**src/hdl/ttdc_pkg.sv**
```systemverilog
// ttdc_pkg: types and constants of the target tracking drive controller
// shared by the front, queue, back and top level; depends on nothing
`timescale 1ns / 1ps

package ttdc_pkg;

    // drive modes
    typedef enum logic [1:0]
    {
        MODE_RUN    = 2'd0,
        MODE_SEEK_L = 2'd1,
        MODE_SEEK_R = 2'd2,
        MODE_STOP   = 2'd3
    } mode_t;

    // sticky out-of-bounds side
    typedef enum logic [1:0]
    {
        SIDE_NONE  = 2'd0,
        SIDE_LEFT  = 2'd1,
        SIDE_RIGHT = 2'd2,
        SIDE_SPARE = 2'd3
    } side_t;

    // register indexes
    localparam int unsigned CFG_INDEX_W = 3;
    localparam int unsigned CFG_DATA_W  = 16;
    localparam logic [CFG_INDEX_W-1:0] REG_PROP_GAIN    = 3'd0;
    localparam logic [CFG_INDEX_W-1:0] REG_DERIV_GAIN   = 3'd1;
    localparam logic [CFG_INDEX_W-1:0] REG_CENTER_X     = 3'd2;
    localparam logic [CFG_INDEX_W-1:0] REG_BASE_RIGHT   = 3'd3;
    localparam logic [CFG_INDEX_W-1:0] REG_BASE_LEFT    = 3'd4;
    localparam logic [CFG_INDEX_W-1:0] REG_DUTY_FLOOR   = 3'd5;
    localparam logic [CFG_INDEX_W-1:0] REG_DUTY_CEILING = 3'd6;

    // register reset values
    localparam logic [15:0] PROP_GAIN_RST    = 16'd256;
    localparam logic [15:0] DERIV_GAIN_RST   = 16'd0;
    localparam logic [7:0]  CENTER_X_RST     = 8'd80;
    localparam logic [11:0] BASE_RIGHT_RST   = 12'd1550;
    localparam logic [11:0] BASE_LEFT_RST    = 12'd1350;
    localparam logic [11:0] DUTY_FLOOR_RST   = 12'd1300;
    localparam logic [11:0] DUTY_CEILING_RST = 12'd1600;

    // classification thresholds
    localparam logic [7:0] EDGE_LOW      = 8'd50;
    localparam logic [7:0] EDGE_HIGH     = 8'd110;
    localparam logic [7:0] SIZE_STOP_MIN = 8'd3;
    localparam logic [7:0] SIZE_STOP_MAX = 8'd12;

    // fixed duties
    localparam logic [11:0] SEEK_RIGHT_DUTY = 12'd1400;
    localparam logic [11:0] SEEK_LEFT_DUTY  = 12'd1500;
    localparam logic [11:0] STOP_DUTY       = 12'd0;

    // queue between front and back
    localparam int unsigned QUEUE_DEPTH = 2;
    localparam int unsigned QUEUE_PTR_W = $clog2(QUEUE_DEPTH);
    localparam int unsigned QUEUE_CNT_W = $clog2(QUEUE_DEPTH + 1);

    // configuration registers
    typedef struct packed
    {
        logic signed [15:0] prop_gain;
        logic signed [15:0] deriv_gain;
        logic [7:0]         center_x;
        logic [11:0]        base_right;
        logic [11:0]        base_left;
        logic [11:0]        duty_floor;
        logic [11:0]        duty_ceiling;
    } cfg_t;

    // classified frame handed from front to back
    typedef struct packed
    {
        mode_t             mode;
        logic              led_off;
        logic              beep_enable;
        logic signed [8:0] cur_error;
        logic signed [8:0] prev_error;
    } cmd_t;

endpackage

```
**src/hdl/ttdc_front.sv**
```systemverilog
// ttdc_front: accepts camera words, tracks edge side, mode and error
// depends on ttdc_pkg
`timescale 1ns / 1ps

module ttdc_front
(
    input  logic                clk,
    input  logic                rst_n,
    input  ttdc_pkg::cfg_t      cfg,
    input  logic                frame_valid,
    output logic                frame_stall,
    input  logic [7:0]          target_x,
    input  logic [7:0]          target_width,
    input  logic [7:0]          target_size,
    input  logic                menu_switch,
    input  logic                beep_switch,
    input  logic                queue_full,
    output logic                push,
    output ttdc_pkg::cmd_t      push_cmd
);
    import ttdc_pkg::*;

    side_t             edge_side_reg;
    side_t             edge_side_next;
    mode_t             mode_reg;
    mode_t             mode_next;
    logic signed [8:0] cur_error_reg;
    logic signed [8:0] cur_error_next;
    logic              x_seen;
    logic              size_stop;
    logic              nothing_seen;

    // accept whenever the queue has room
    assign frame_stall = queue_full;
    assign push        = frame_valid && !queue_full;

    // side, mode and error of the incoming word
    always_comb
    begin
        x_seen       = (target_x != 8'd0);
        size_stop    = target_size inside {[SIZE_STOP_MIN:SIZE_STOP_MAX]};
        nothing_seen = (target_width == 8'd0) && (target_size == 8'd0);

        edge_side_next = edge_side_reg;
        if (x_seen && (target_x < EDGE_LOW))
        begin
            edge_side_next = SIDE_LEFT;
        end
        else if (x_seen && (target_x > EDGE_HIGH))
        begin
            edge_side_next = SIDE_RIGHT;
        end

        mode_next = mode_reg;
        if ((edge_side_next == SIDE_LEFT) && nothing_seen)
        begin
            mode_next = MODE_SEEK_L;
        end
        else if ((edge_side_next == SIDE_RIGHT) && nothing_seen)
        begin
            mode_next = MODE_SEEK_R;
        end
        else if (x_seen && (target_width != 8'd0) && (target_size != 8'd0))
        begin
            mode_next = MODE_RUN;
        end
        if (size_stop || !menu_switch)
        begin
            mode_next = MODE_STOP;
        end

        cur_error_next = $signed({1'b0, target_x}) - $signed({1'b0, cfg.center_x});

        push_cmd.mode        = mode_next;
        push_cmd.led_off     = !size_stop;
        push_cmd.beep_enable = beep_switch;
        push_cmd.cur_error   = cur_error_next;
        push_cmd.prev_error  = cur_error_reg;
    end

    // tracking state
    always_ff @(posedge clk or negedge rst_n)
    begin
        if (!rst_n)
        begin
            edge_side_reg <= SIDE_NONE;
            mode_reg      <= MODE_STOP;
            cur_error_reg <= 9'sd0;
        end
        else if (push)
        begin
            edge_side_reg <= edge_side_next;
            mode_reg      <= mode_next;
            cur_error_reg <= cur_error_next;
        end
    end

endmodule

```
**src/hdl/ttdc_queue.sv**
```systemverilog
// ttdc_queue: short queue of classified frames between front and back
// depends on ttdc_pkg
`timescale 1ns / 1ps

module ttdc_queue
(
    input  logic           clk,
    input  logic           rst_n,
    input  logic           push,
    input  ttdc_pkg::cmd_t push_cmd,
    output logic           full,
    input  logic           pop,
    output logic           not_empty,
    output ttdc_pkg::cmd_t head_cmd
);
    import ttdc_pkg::*;

    cmd_t                   slots_reg [QUEUE_DEPTH];
    logic [QUEUE_PTR_W-1:0] wr_ptr_reg;
    logic [QUEUE_PTR_W-1:0] wr_ptr_next;
    logic [QUEUE_PTR_W-1:0] rd_ptr_reg;
    logic [QUEUE_PTR_W-1:0] rd_ptr_next;
    logic [QUEUE_CNT_W-1:0] count_reg;
    logic [QUEUE_CNT_W-1:0] count_next;

    assign full      = (count_reg == QUEUE_CNT_W'(QUEUE_DEPTH));
    assign not_empty = (count_reg != '0);
    assign head_cmd  = slots_reg[rd_ptr_reg];

    // pointer and fill count update
    always_comb
    begin
        wr_ptr_next = wr_ptr_reg;
        rd_ptr_next = rd_ptr_reg;
        count_next  = count_reg;
        if (push)
        begin
            wr_ptr_next = (wr_ptr_reg == QUEUE_PTR_W'(QUEUE_DEPTH - 1)) ? '0 : wr_ptr_reg + 1'b1;
        end
        if (pop)
        begin
            rd_ptr_next = (rd_ptr_reg == QUEUE_PTR_W'(QUEUE_DEPTH - 1)) ? '0 : rd_ptr_reg + 1'b1;
        end
        if (push && !pop)
        begin
            count_next = count_reg + 1'b1;
        end
        else if (pop && !push)
        begin
            count_next = count_reg - 1'b1;
        end
    end

    always_ff @(posedge clk or negedge rst_n)
    begin
        if (!rst_n)
        begin
            wr_ptr_reg <= '0;
            rd_ptr_reg <= '0;
            count_reg  <= '0;
        end
        else
        begin
            wr_ptr_reg <= wr_ptr_next;
            rd_ptr_reg <= rd_ptr_next;
            count_reg  <= count_next;
        end
    end

    // slot storage
    always_ff @(posedge clk)
    begin
        if (push)
        begin
            slots_reg[wr_ptr_reg] <= push_cmd;
        end
    end

endmodule

```
**src/hdl/ttdc_back.sv**
```systemverilog
// ttdc_back: PD steering term, duty clamp and mode selection in three stages
// depends on ttdc_pkg
`timescale 1ns / 1ps

module ttdc_back
(
    input  logic           clk,
    input  logic           rst_n,
    input  ttdc_pkg::cfg_t cfg,
    input  logic           queue_not_empty,
    input  ttdc_pkg::cmd_t head_cmd,
    output logic           pop,
    output logic           result_valid,
    input  logic           result_stall,
    output logic [1:0]     drive_mode,
    output logic [11:0]    right_duty,
    output logic [11:0]    left_duty,
    output logic           led_off,
    output logic           beep_enable
);
    import ttdc_pkg::*;

    // stage ready chain
    logic out_ready;
    logic s2_ready;
    logic s1_ready;

    // stage 1: products
    logic               s1_valid_reg;
    cmd_t               s1_cmd_reg;
    logic signed [24:0] s1_p_reg;
    logic signed [25:0] s1_d_reg;
    logic signed [9:0]  err_diff;
    logic signed [24:0] p_prod;
    logic signed [25:0] d_prod;
    logic signed [15:0] kp;
    logic signed [15:0] kd;
    logic signed [8:0]  cur_err;

    // stage 2: scaled and saturated steering term
    logic               s2_valid_reg;
    cmd_t               s2_cmd_reg;
    logic signed [15:0] s2_steer_reg;
    logic signed [26:0] pd_sum;
    logic signed [26:0] pd_biased;
    logic signed [18:0] pd_quot;
    logic signed [15:0] steer_sat;

    // stage 3: output word
    logic               out_valid_reg;
    logic [1:0]         mode_out_reg;
    logic [11:0]        right_out_reg;
    logic [11:0]        left_out_reg;
    logic               led_out_reg;
    logic               beep_out_reg;
    logic signed [17:0] right_raw;
    logic signed [17:0] left_raw;
    logic [11:0]        right_clamped;
    logic [11:0]        left_clamped;
    logic [11:0]        right_sel;
    logic [11:0]        left_sel;

    assign out_ready = !out_valid_reg || !result_stall;
    assign s2_ready  = !s2_valid_reg || out_ready;
    assign s1_ready  = !s1_valid_reg || s2_ready;
    assign pop       = queue_not_empty && s1_ready;

    // gain products
    always_comb
    begin
        kp       = cfg.prop_gain;
        kd       = cfg.deriv_gain;
        cur_err  = head_cmd.cur_error;
        err_diff = 10'(head_cmd.prev_error) - 10'(cur_err);
        p_prod   = 25'(kp) * 25'(cur_err);
        d_prod   = 26'(kd) * 26'(err_diff);
    end

    always_ff @(posedge clk or negedge rst_n)
    begin
        if (!rst_n)
        begin
            s1_valid_reg <= 1'b0;
        end
        else if (s1_ready)
        begin
            s1_valid_reg <= pop;
        end
    end

    always_ff @(posedge clk)
    begin
        if (pop)
        begin
            s1_cmd_reg <= head_cmd;
            s1_p_reg   <= p_prod;
            s1_d_reg   <= d_prod;
        end
    end

    // sum, divide by 256 toward zero, saturate to 16 bits
    always_comb
    begin
        pd_sum    = 27'(s1_p_reg) - 27'(s1_d_reg);
        pd_biased = pd_sum + (pd_sum[26] ? 27'sd255 : 27'sd0);
        pd_quot   = pd_biased[26:8];
        if (pd_quot > 19'sd32767)
        begin
            steer_sat = 16'sh7fff;
        end
        else if (pd_quot < -19'sd32768)
        begin
            steer_sat = 16'sh8000;
        end
        else
        begin
            steer_sat = pd_quot[15:0];
        end
    end

    always_ff @(posedge clk or negedge rst_n)
    begin
        if (!rst_n)
        begin
            s2_valid_reg <= 1'b0;
        end
        else if (s2_ready)
        begin
            s2_valid_reg <= s1_valid_reg;
        end
    end

    always_ff @(posedge clk)
    begin
        if (s2_ready && s1_valid_reg)
        begin
            s2_cmd_reg   <= s1_cmd_reg;
            s2_steer_reg <= steer_sat;
        end
    end

    // wheel duties, both clamped to the shared floor and ceiling, ceiling winning
    always_comb
    begin
        right_raw = $signed({6'b0, cfg.base_right}) - 18'(s2_steer_reg);
        left_raw  = $signed({6'b0, cfg.base_left}) - 18'(s2_steer_reg);

        right_clamped = right_raw[11:0];
        if (right_raw < $signed({6'b0, cfg.duty_floor}))
        begin
            right_clamped = cfg.duty_floor;
        end
        if ((right_raw > $signed({6'b0, cfg.duty_ceiling}))
            || (cfg.duty_floor > cfg.duty_ceiling))
        begin
            right_clamped = cfg.duty_ceiling;
        end

        left_clamped = left_raw[11:0];
        if (left_raw < $signed({6'b0, cfg.duty_floor}))
        begin
            left_clamped = cfg.duty_floor;
        end
        if ((left_raw > $signed({6'b0, cfg.duty_ceiling}))
            || (cfg.duty_floor > cfg.duty_ceiling))
        begin
            left_clamped = cfg.duty_ceiling;
        end

        case (s2_cmd_reg.mode)
            MODE_RUN:
            begin
                right_sel = right_clamped;
                left_sel  = left_clamped;
            end
            MODE_SEEK_R:
            begin
                right_sel = SEEK_RIGHT_DUTY;
                left_sel  = SEEK_RIGHT_DUTY;
            end
            MODE_SEEK_L:
            begin
                right_sel = SEEK_LEFT_DUTY;
                left_sel  = SEEK_LEFT_DUTY;
            end
            default:
            begin
                right_sel = STOP_DUTY;
                left_sel  = STOP_DUTY;
            end
        endcase
    end

    always_ff @(posedge clk or negedge rst_n)
    begin
        if (!rst_n)
        begin
            out_valid_reg <= 1'b0;
        end
        else if (out_ready)
        begin
            out_valid_reg <= s2_valid_reg;
        end
    end

    always_ff @(posedge clk)
    begin
        if (out_ready && s2_valid_reg)
        begin
            mode_out_reg  <= s2_cmd_reg.mode;
            right_out_reg <= right_sel;
            left_out_reg  <= left_sel;
            led_out_reg   <= s2_cmd_reg.led_off;
            beep_out_reg  <= s2_cmd_reg.beep_enable;
        end
    end

    assign result_valid = out_valid_reg;
    assign drive_mode   = mode_out_reg;
    assign right_duty   = right_out_reg;
    assign left_duty    = left_out_reg;
    assign led_off      = led_out_reg;
    assign beep_enable  = beep_out_reg;

endmodule

```
**src/hdl/target_tracking_drive_controller_core.sv**
```systemverilog
// channel   handshake                     payload
// frame     frame_valid / frame_stall     target_x, target_width, target_size,
//                                         menu_switch, beep_switch
// result    result_valid / result_stall   drive_mode, right_duty, left_duty,
//                                         led_off, beep_enable
// config    cfg_write                     cfg_index, cfg_data
//
// one word per cycle while results are not stalled; a taken frame passes the
// queue slot, product stage, scale/saturate stage and output register in turn
// the front takes a frame whenever the two-entry queue has room
// a stalled result holds the back stages; the front keeps taking words
// until the queue fills
// reset clears tracking state, queue and stage valids, and loads the
// register defaults
`timescale 1ns / 1ps

module target_tracking_drive_controller_core
(
    input  logic                                 clk,
    input  logic                                 rst_n,
    input  logic                                 cfg_write,
    input  logic [ttdc_pkg::CFG_INDEX_W-1:0]     cfg_index,
    input  logic [ttdc_pkg::CFG_DATA_W-1:0]      cfg_data,
    input  logic                                 frame_valid,
    output logic                                 frame_stall,
    input  logic [7:0]                           target_x,
    input  logic [7:0]                           target_width,
    input  logic [7:0]                           target_size,
    input  logic                                 menu_switch,
    input  logic                                 beep_switch,
    output logic                                 result_valid,
    input  logic                                 result_stall,
    output logic [1:0]                           drive_mode,
    output logic [11:0]                          right_duty,
    output logic [11:0]                          left_duty,
    output logic                                 led_off,
    output logic                                 beep_enable
);
    import ttdc_pkg::*;

    cfg_t cfg_reg;
    cfg_t cfg_next;
    logic push;
    cmd_t push_cmd;
    logic queue_full;
    logic pop;
    logic queue_not_empty;
    cmd_t head_cmd;

    // register writes
    always_comb
    begin
        cfg_next = cfg_reg;
        if (cfg_write)
        begin
            case (cfg_index)
                REG_PROP_GAIN:    cfg_next.prop_gain    = cfg_data[15:0];
                REG_DERIV_GAIN:   cfg_next.deriv_gain   = cfg_data[15:0];
                REG_CENTER_X:     cfg_next.center_x     = cfg_data[7:0];
                REG_BASE_RIGHT:   cfg_next.base_right   = cfg_data[11:0];
                REG_BASE_LEFT:    cfg_next.base_left    = cfg_data[11:0];
                REG_DUTY_FLOOR:   cfg_next.duty_floor   = cfg_data[11:0];
                REG_DUTY_CEILING: cfg_next.duty_ceiling = cfg_data[11:0];
                default:          cfg_next = cfg_reg;
            endcase
        end
    end

    always_ff @(posedge clk or negedge rst_n)
    begin
        if (!rst_n)
        begin
            cfg_reg.prop_gain    <= PROP_GAIN_RST;
            cfg_reg.deriv_gain   <= DERIV_GAIN_RST;
            cfg_reg.center_x     <= CENTER_X_RST;
            cfg_reg.base_right   <= BASE_RIGHT_RST;
            cfg_reg.base_left    <= BASE_LEFT_RST;
            cfg_reg.duty_floor   <= DUTY_FLOOR_RST;
            cfg_reg.duty_ceiling <= DUTY_CEILING_RST;
        end
        else
        begin
            cfg_reg <= cfg_next;
        end
    end

    // classification front
    ttdc_front u_front
    (
        .clk          (clk),
        .rst_n        (rst_n),
        .cfg          (cfg_reg),
        .frame_valid  (frame_valid),
        .frame_stall  (frame_stall),
        .target_x     (target_x),
        .target_width (target_width),
        .target_size  (target_size),
        .menu_switch  (menu_switch),
        .beep_switch  (beep_switch),
        .queue_full   (queue_full),
        .push         (push),
        .push_cmd     (push_cmd)
    );

    // decoupling queue
    ttdc_queue u_queue
    (
        .clk       (clk),
        .rst_n     (rst_n),
        .push      (push),
        .push_cmd  (push_cmd),
        .full      (queue_full),
        .pop       (pop),
        .not_empty (queue_not_empty),
        .head_cmd  (head_cmd)
    );

    // steering and duty back end
    ttdc_back u_back
    (
        .clk             (clk),
        .rst_n           (rst_n),
        .cfg             (cfg_reg),
        .queue_not_empty (queue_not_empty),
        .head_cmd        (head_cmd),
        .pop             (pop),
        .result_valid    (result_valid),
        .result_stall    (result_stall),
        .drive_mode      (drive_mode),
        .right_duty      (right_duty),
        .left_duty       (left_duty),
        .led_off         (led_off),
        .beep_enable     (beep_enable)
    );

endmodule

```
**config.mk**
```make
export PLATFORM = sky130hd
export DESIGN_NAME = target_tracking_drive_controller_core
export DESIGN_NICKNAME = d
export VERILOG_FILES = /design/src/hdl/ttdc_pkg.sv /design/src/hdl/ttdc_front.sv /design/src/hdl/ttdc_queue.sv /design/src/hdl/ttdc_back.sv /design/src/hdl/target_tracking_drive_controller_core.sv
export SDC_FILE = /design/constraint.sdc
export NUM_CORES = 1
export LEC_CHECK = 0
export CAP_MARGIN = 20
export CORE_MARGIN = 3
export CORE_UTILIZATION = 45
export CTS_CLUSTER_SIZE = 12
export DETAILED_ROUTE_END_ITERATION = 10
export DONT_BUFFER_PORTS = 1
export SYNTH_ARGS = -nofsm -noshare
export SYNTH_HDL_FRONTEND = slang
export SYNTH_SLANG_ARGS = --single-unit
```
**constraint.sdc**
```tcl
create_clock -name clk -period 13.8 [get_ports clk]
set_input_delay 0.69 -clock clk [delete_from_list [all_inputs] [get_ports clk]]
set_output_delay 0.69 -clock clk [all_outputs]
set_load 0.02 [all_outputs]
```
==> out/results.tsv <==
stage	metric	value	unit
synthesis	async_flop_share	0.424	
hold_path	hp-class	in2async	
synthesis	synth-edff-count	147	
synthesis	ys_ff_latch	255	
floorplanning	die-area	59700	um^2
clock_tree	clockBufferDepth	3	
global_routing	track_usage	0.206	
cells_and_area	finish.net_count	3053	
global_routing	grt_max_degree	109	
clock_tree	cts_root_buf	clkbuf_16	
placed_design	port_buffers	0	
cells_and_area	synthToLayoutAreaGrowth	7.65	%
global_routing	grt_antenna_before_repair	3	
route	drtPass1Iterations	5	
floorplanning	start_util	0.459	
global_routing	first_global_vias	18117	
synthesis	ys.flop_type	edfxtp_1	
timing	setup_viol	0	
setup_path	start_kind	flop	
clock_tree	cts_tree	built	
setup_path	crit_buf_inv	4	
setup_path	worstReg2RegStart	u_queue.rd_ptr_reg	
timing	finalClockSkew	0.0210	ns
route	viasPerCell	5.39	
synthesis	synthCells	2514	
floorplanning	die_height	244	um
route	drcViolationCount	0	
clock_tree	clock-sinks	255	
synthesis	yosysSeqAreaShare	0.280	
clock_tree	htreeDepth	1	
setup_path	cp_max_fo	23	
route	ant_nets	0	
synthesis	synthTopCellsByArea	fa_1 21%, edfxtp_1 17%, ha_1 12%	
setup_path	end_kind	flop	
setup_path	r2r-end	u_back.s1_d_reg[25]	
floorplanning	core-area	55600	um^2
clock_tree	post_cts_buffers	0	
timing	slew_headroom	0.292	
placed_design	place_hpwl	48.1	mm
synthesis	syn-num-nets	3075	
setup_path	crit_type	reg2reg	
timing	timing.hold.ws	0.0148	ns
timing	finalSetupTns	0	ns
job	maxCapViolations	0	
synthesis	synth_cell_types	80	
status	status	finished, final reports clean	
setup_path	path_common_cell	fa_1	
cells_and_area	drive_gt1_frac	0.0958	
synthesis	yosysMostFrequentCell	inv_1	
route	post_drt_wl_per_cell	18.7	um
setup_path	cp_slowest_cell	dfrtp_1	
setup_path	cp.arrival	10.10	ns
setup_path	reg2reg_depth	32	
timing	worstMarginPinSlew	1.06	ns
clock_tree	cts_inserted_buffers	30	
timing	min_period_over_period	0.710	
timing	min_period	9.80	ns
route	detail_route.iter0.violations	839	
clock_tree	path_clk_slew	0.06	ns
setup_path	cp_num_cells	32	
synthesis	yosysTopAreaCellShare	0.206	
synthesis	synth_area	25500	um^2
timing	finalMaxSlewViolations	0	
placed_design	globalplace.congestion	0.857	
timing	fmax	102	MHz
setup_path	regToRegSetupSlack	4.00	ns
cells_and_area	stdcell_area	27500	um^2
timing	final_hold_viol_count	0	
floorplanning	die_w	244	um
placed_design	dpl_cell_area	26400	um^2
clock_tree	clk_latency	0.57	ns
route	vias	17598	
cells_and_area	largest_register_ffs	88	
setup_path	required	14.10	ns
synthesis	ys_warn_count	0	
clock_tree	cts_resized	0	
global_routing	grt_pass1_wl	98.4	mm
synthesis	syn_avg_cell_area	10.2	um^2
clock_tree	cts_hold_buffers	1	
setup_path	critPathMaxStageDelay	1.04	ns
floorplanning	boundaryPins	80	
synthesis	synth.top_cells.by_count	396 x inv_1, 263 x fa_1, 248 x ha_1	
route	routed_wl	61.0	mm
floorplanning	rows	86	
timing	rsz0062_at_grt	no	
setup_path	critPathTopFamily	compound AO/OA/AOI/OAI gates	
synthesis	yosysTopAreaCell	fa_1	
global_routing	globalRouteOverflowTotal	0	
## through the flow
step                      setup WS [ns]   util  cells
after floorplan                    4.90      -   2514
after global placement             3.93  0.473   3201
after detailed placement           3.72  0.474   3204
after CTS                          3.70  0.494   3261
after global routing               3.34  0.494   3264
final                              4.00  0.494   3265
## per-layer routing
layer  global-route usage  up-vias  wire [um]
li1                     -     8329          -
met1                0.271     8813      26600
met2                0.358      360      30400
met3               0.0285       92       2610
met4               0.0501        4       1380
met5                    0        -         32
## layout make-up
class	count	area (um^2)
diodes	1	2.50
multi-input cells	1785	16600
fillers	5175	28100
flip-flops and latches	255	7140
repair buffers	24	240
well taps	748	936
inverters	396	1490
clock buffers	42	858
clock inverters	14	205
## kinds of logic after synthesis
group / share of synthesized area
adder cells (fa/ha/maj): 0.328
multiplexers: 0.0581
AND/OR/NAND/NOR: 0.130
XOR/XNOR: 0.0405
flip-flops: 0.280
AO/OA/AOI/OAI: 0.0936
buffers and inverters: 0.0706
## worst max-delay path by stage
| stage | endpoint | start | slack, ns |
|---|---|---|---|
| after floorplan | u_back.s1_d_reg[25] | u_queue.rd_ptr_reg | 4.90 |
| after global placement | u_back.s1_d_reg[25] | u_queue.rd_ptr_reg | 3.93 |
| after detailed placement | u_back.s1_d_reg[25] | u_queue.rd_ptr_reg | 3.72 |
| after CTS | u_back.s1_d_reg[25] | u_queue.rd_ptr_reg | 3.70 |
| after global routing | u_back.s1_d_reg[25] | u_queue.rd_ptr_reg | 3.34 |
| final | u_back.s1_d_reg[25] | u_queue.rd_ptr_reg | 4.00 |
## layout by cell type, fill, tap and decap left out, drive strengths merged, types with 24 or more instances in the layout
| cell type | netlist | routed |
|---|---|---|
| nor3 | 35 | 35 |
| dfrtp | 86 | 86 |
| clkbuf | 49 | 42 |
| o21ai | 78 | 78 |
| and2 | 82 | 82 |
| mux2i | 28 | 28 |
| o21a | 26 | 26 |
| nor2b | 77 | 77 |
| xor2 | 39 | 39 |
| edfxtp | 147 | 147 |
| xnor2 | 79 | 79 |
| buf | 29 | 24 |
| nand2 | 237 | 237 |
| fa | 263 | 263 |
| inv | 396 | 397 |
| mux2 | 105 | 105 |
| ha | 248 | 248 |
| a21oi | 97 | 97 |
| nor2 | 83 | 83 |
| nand2b | 31 | 31 |
| a21o | 34 | 34 |
Power is not shown: default switching activity piles up to over one toggle a cycle in this logic, so the estimate is an artifact.
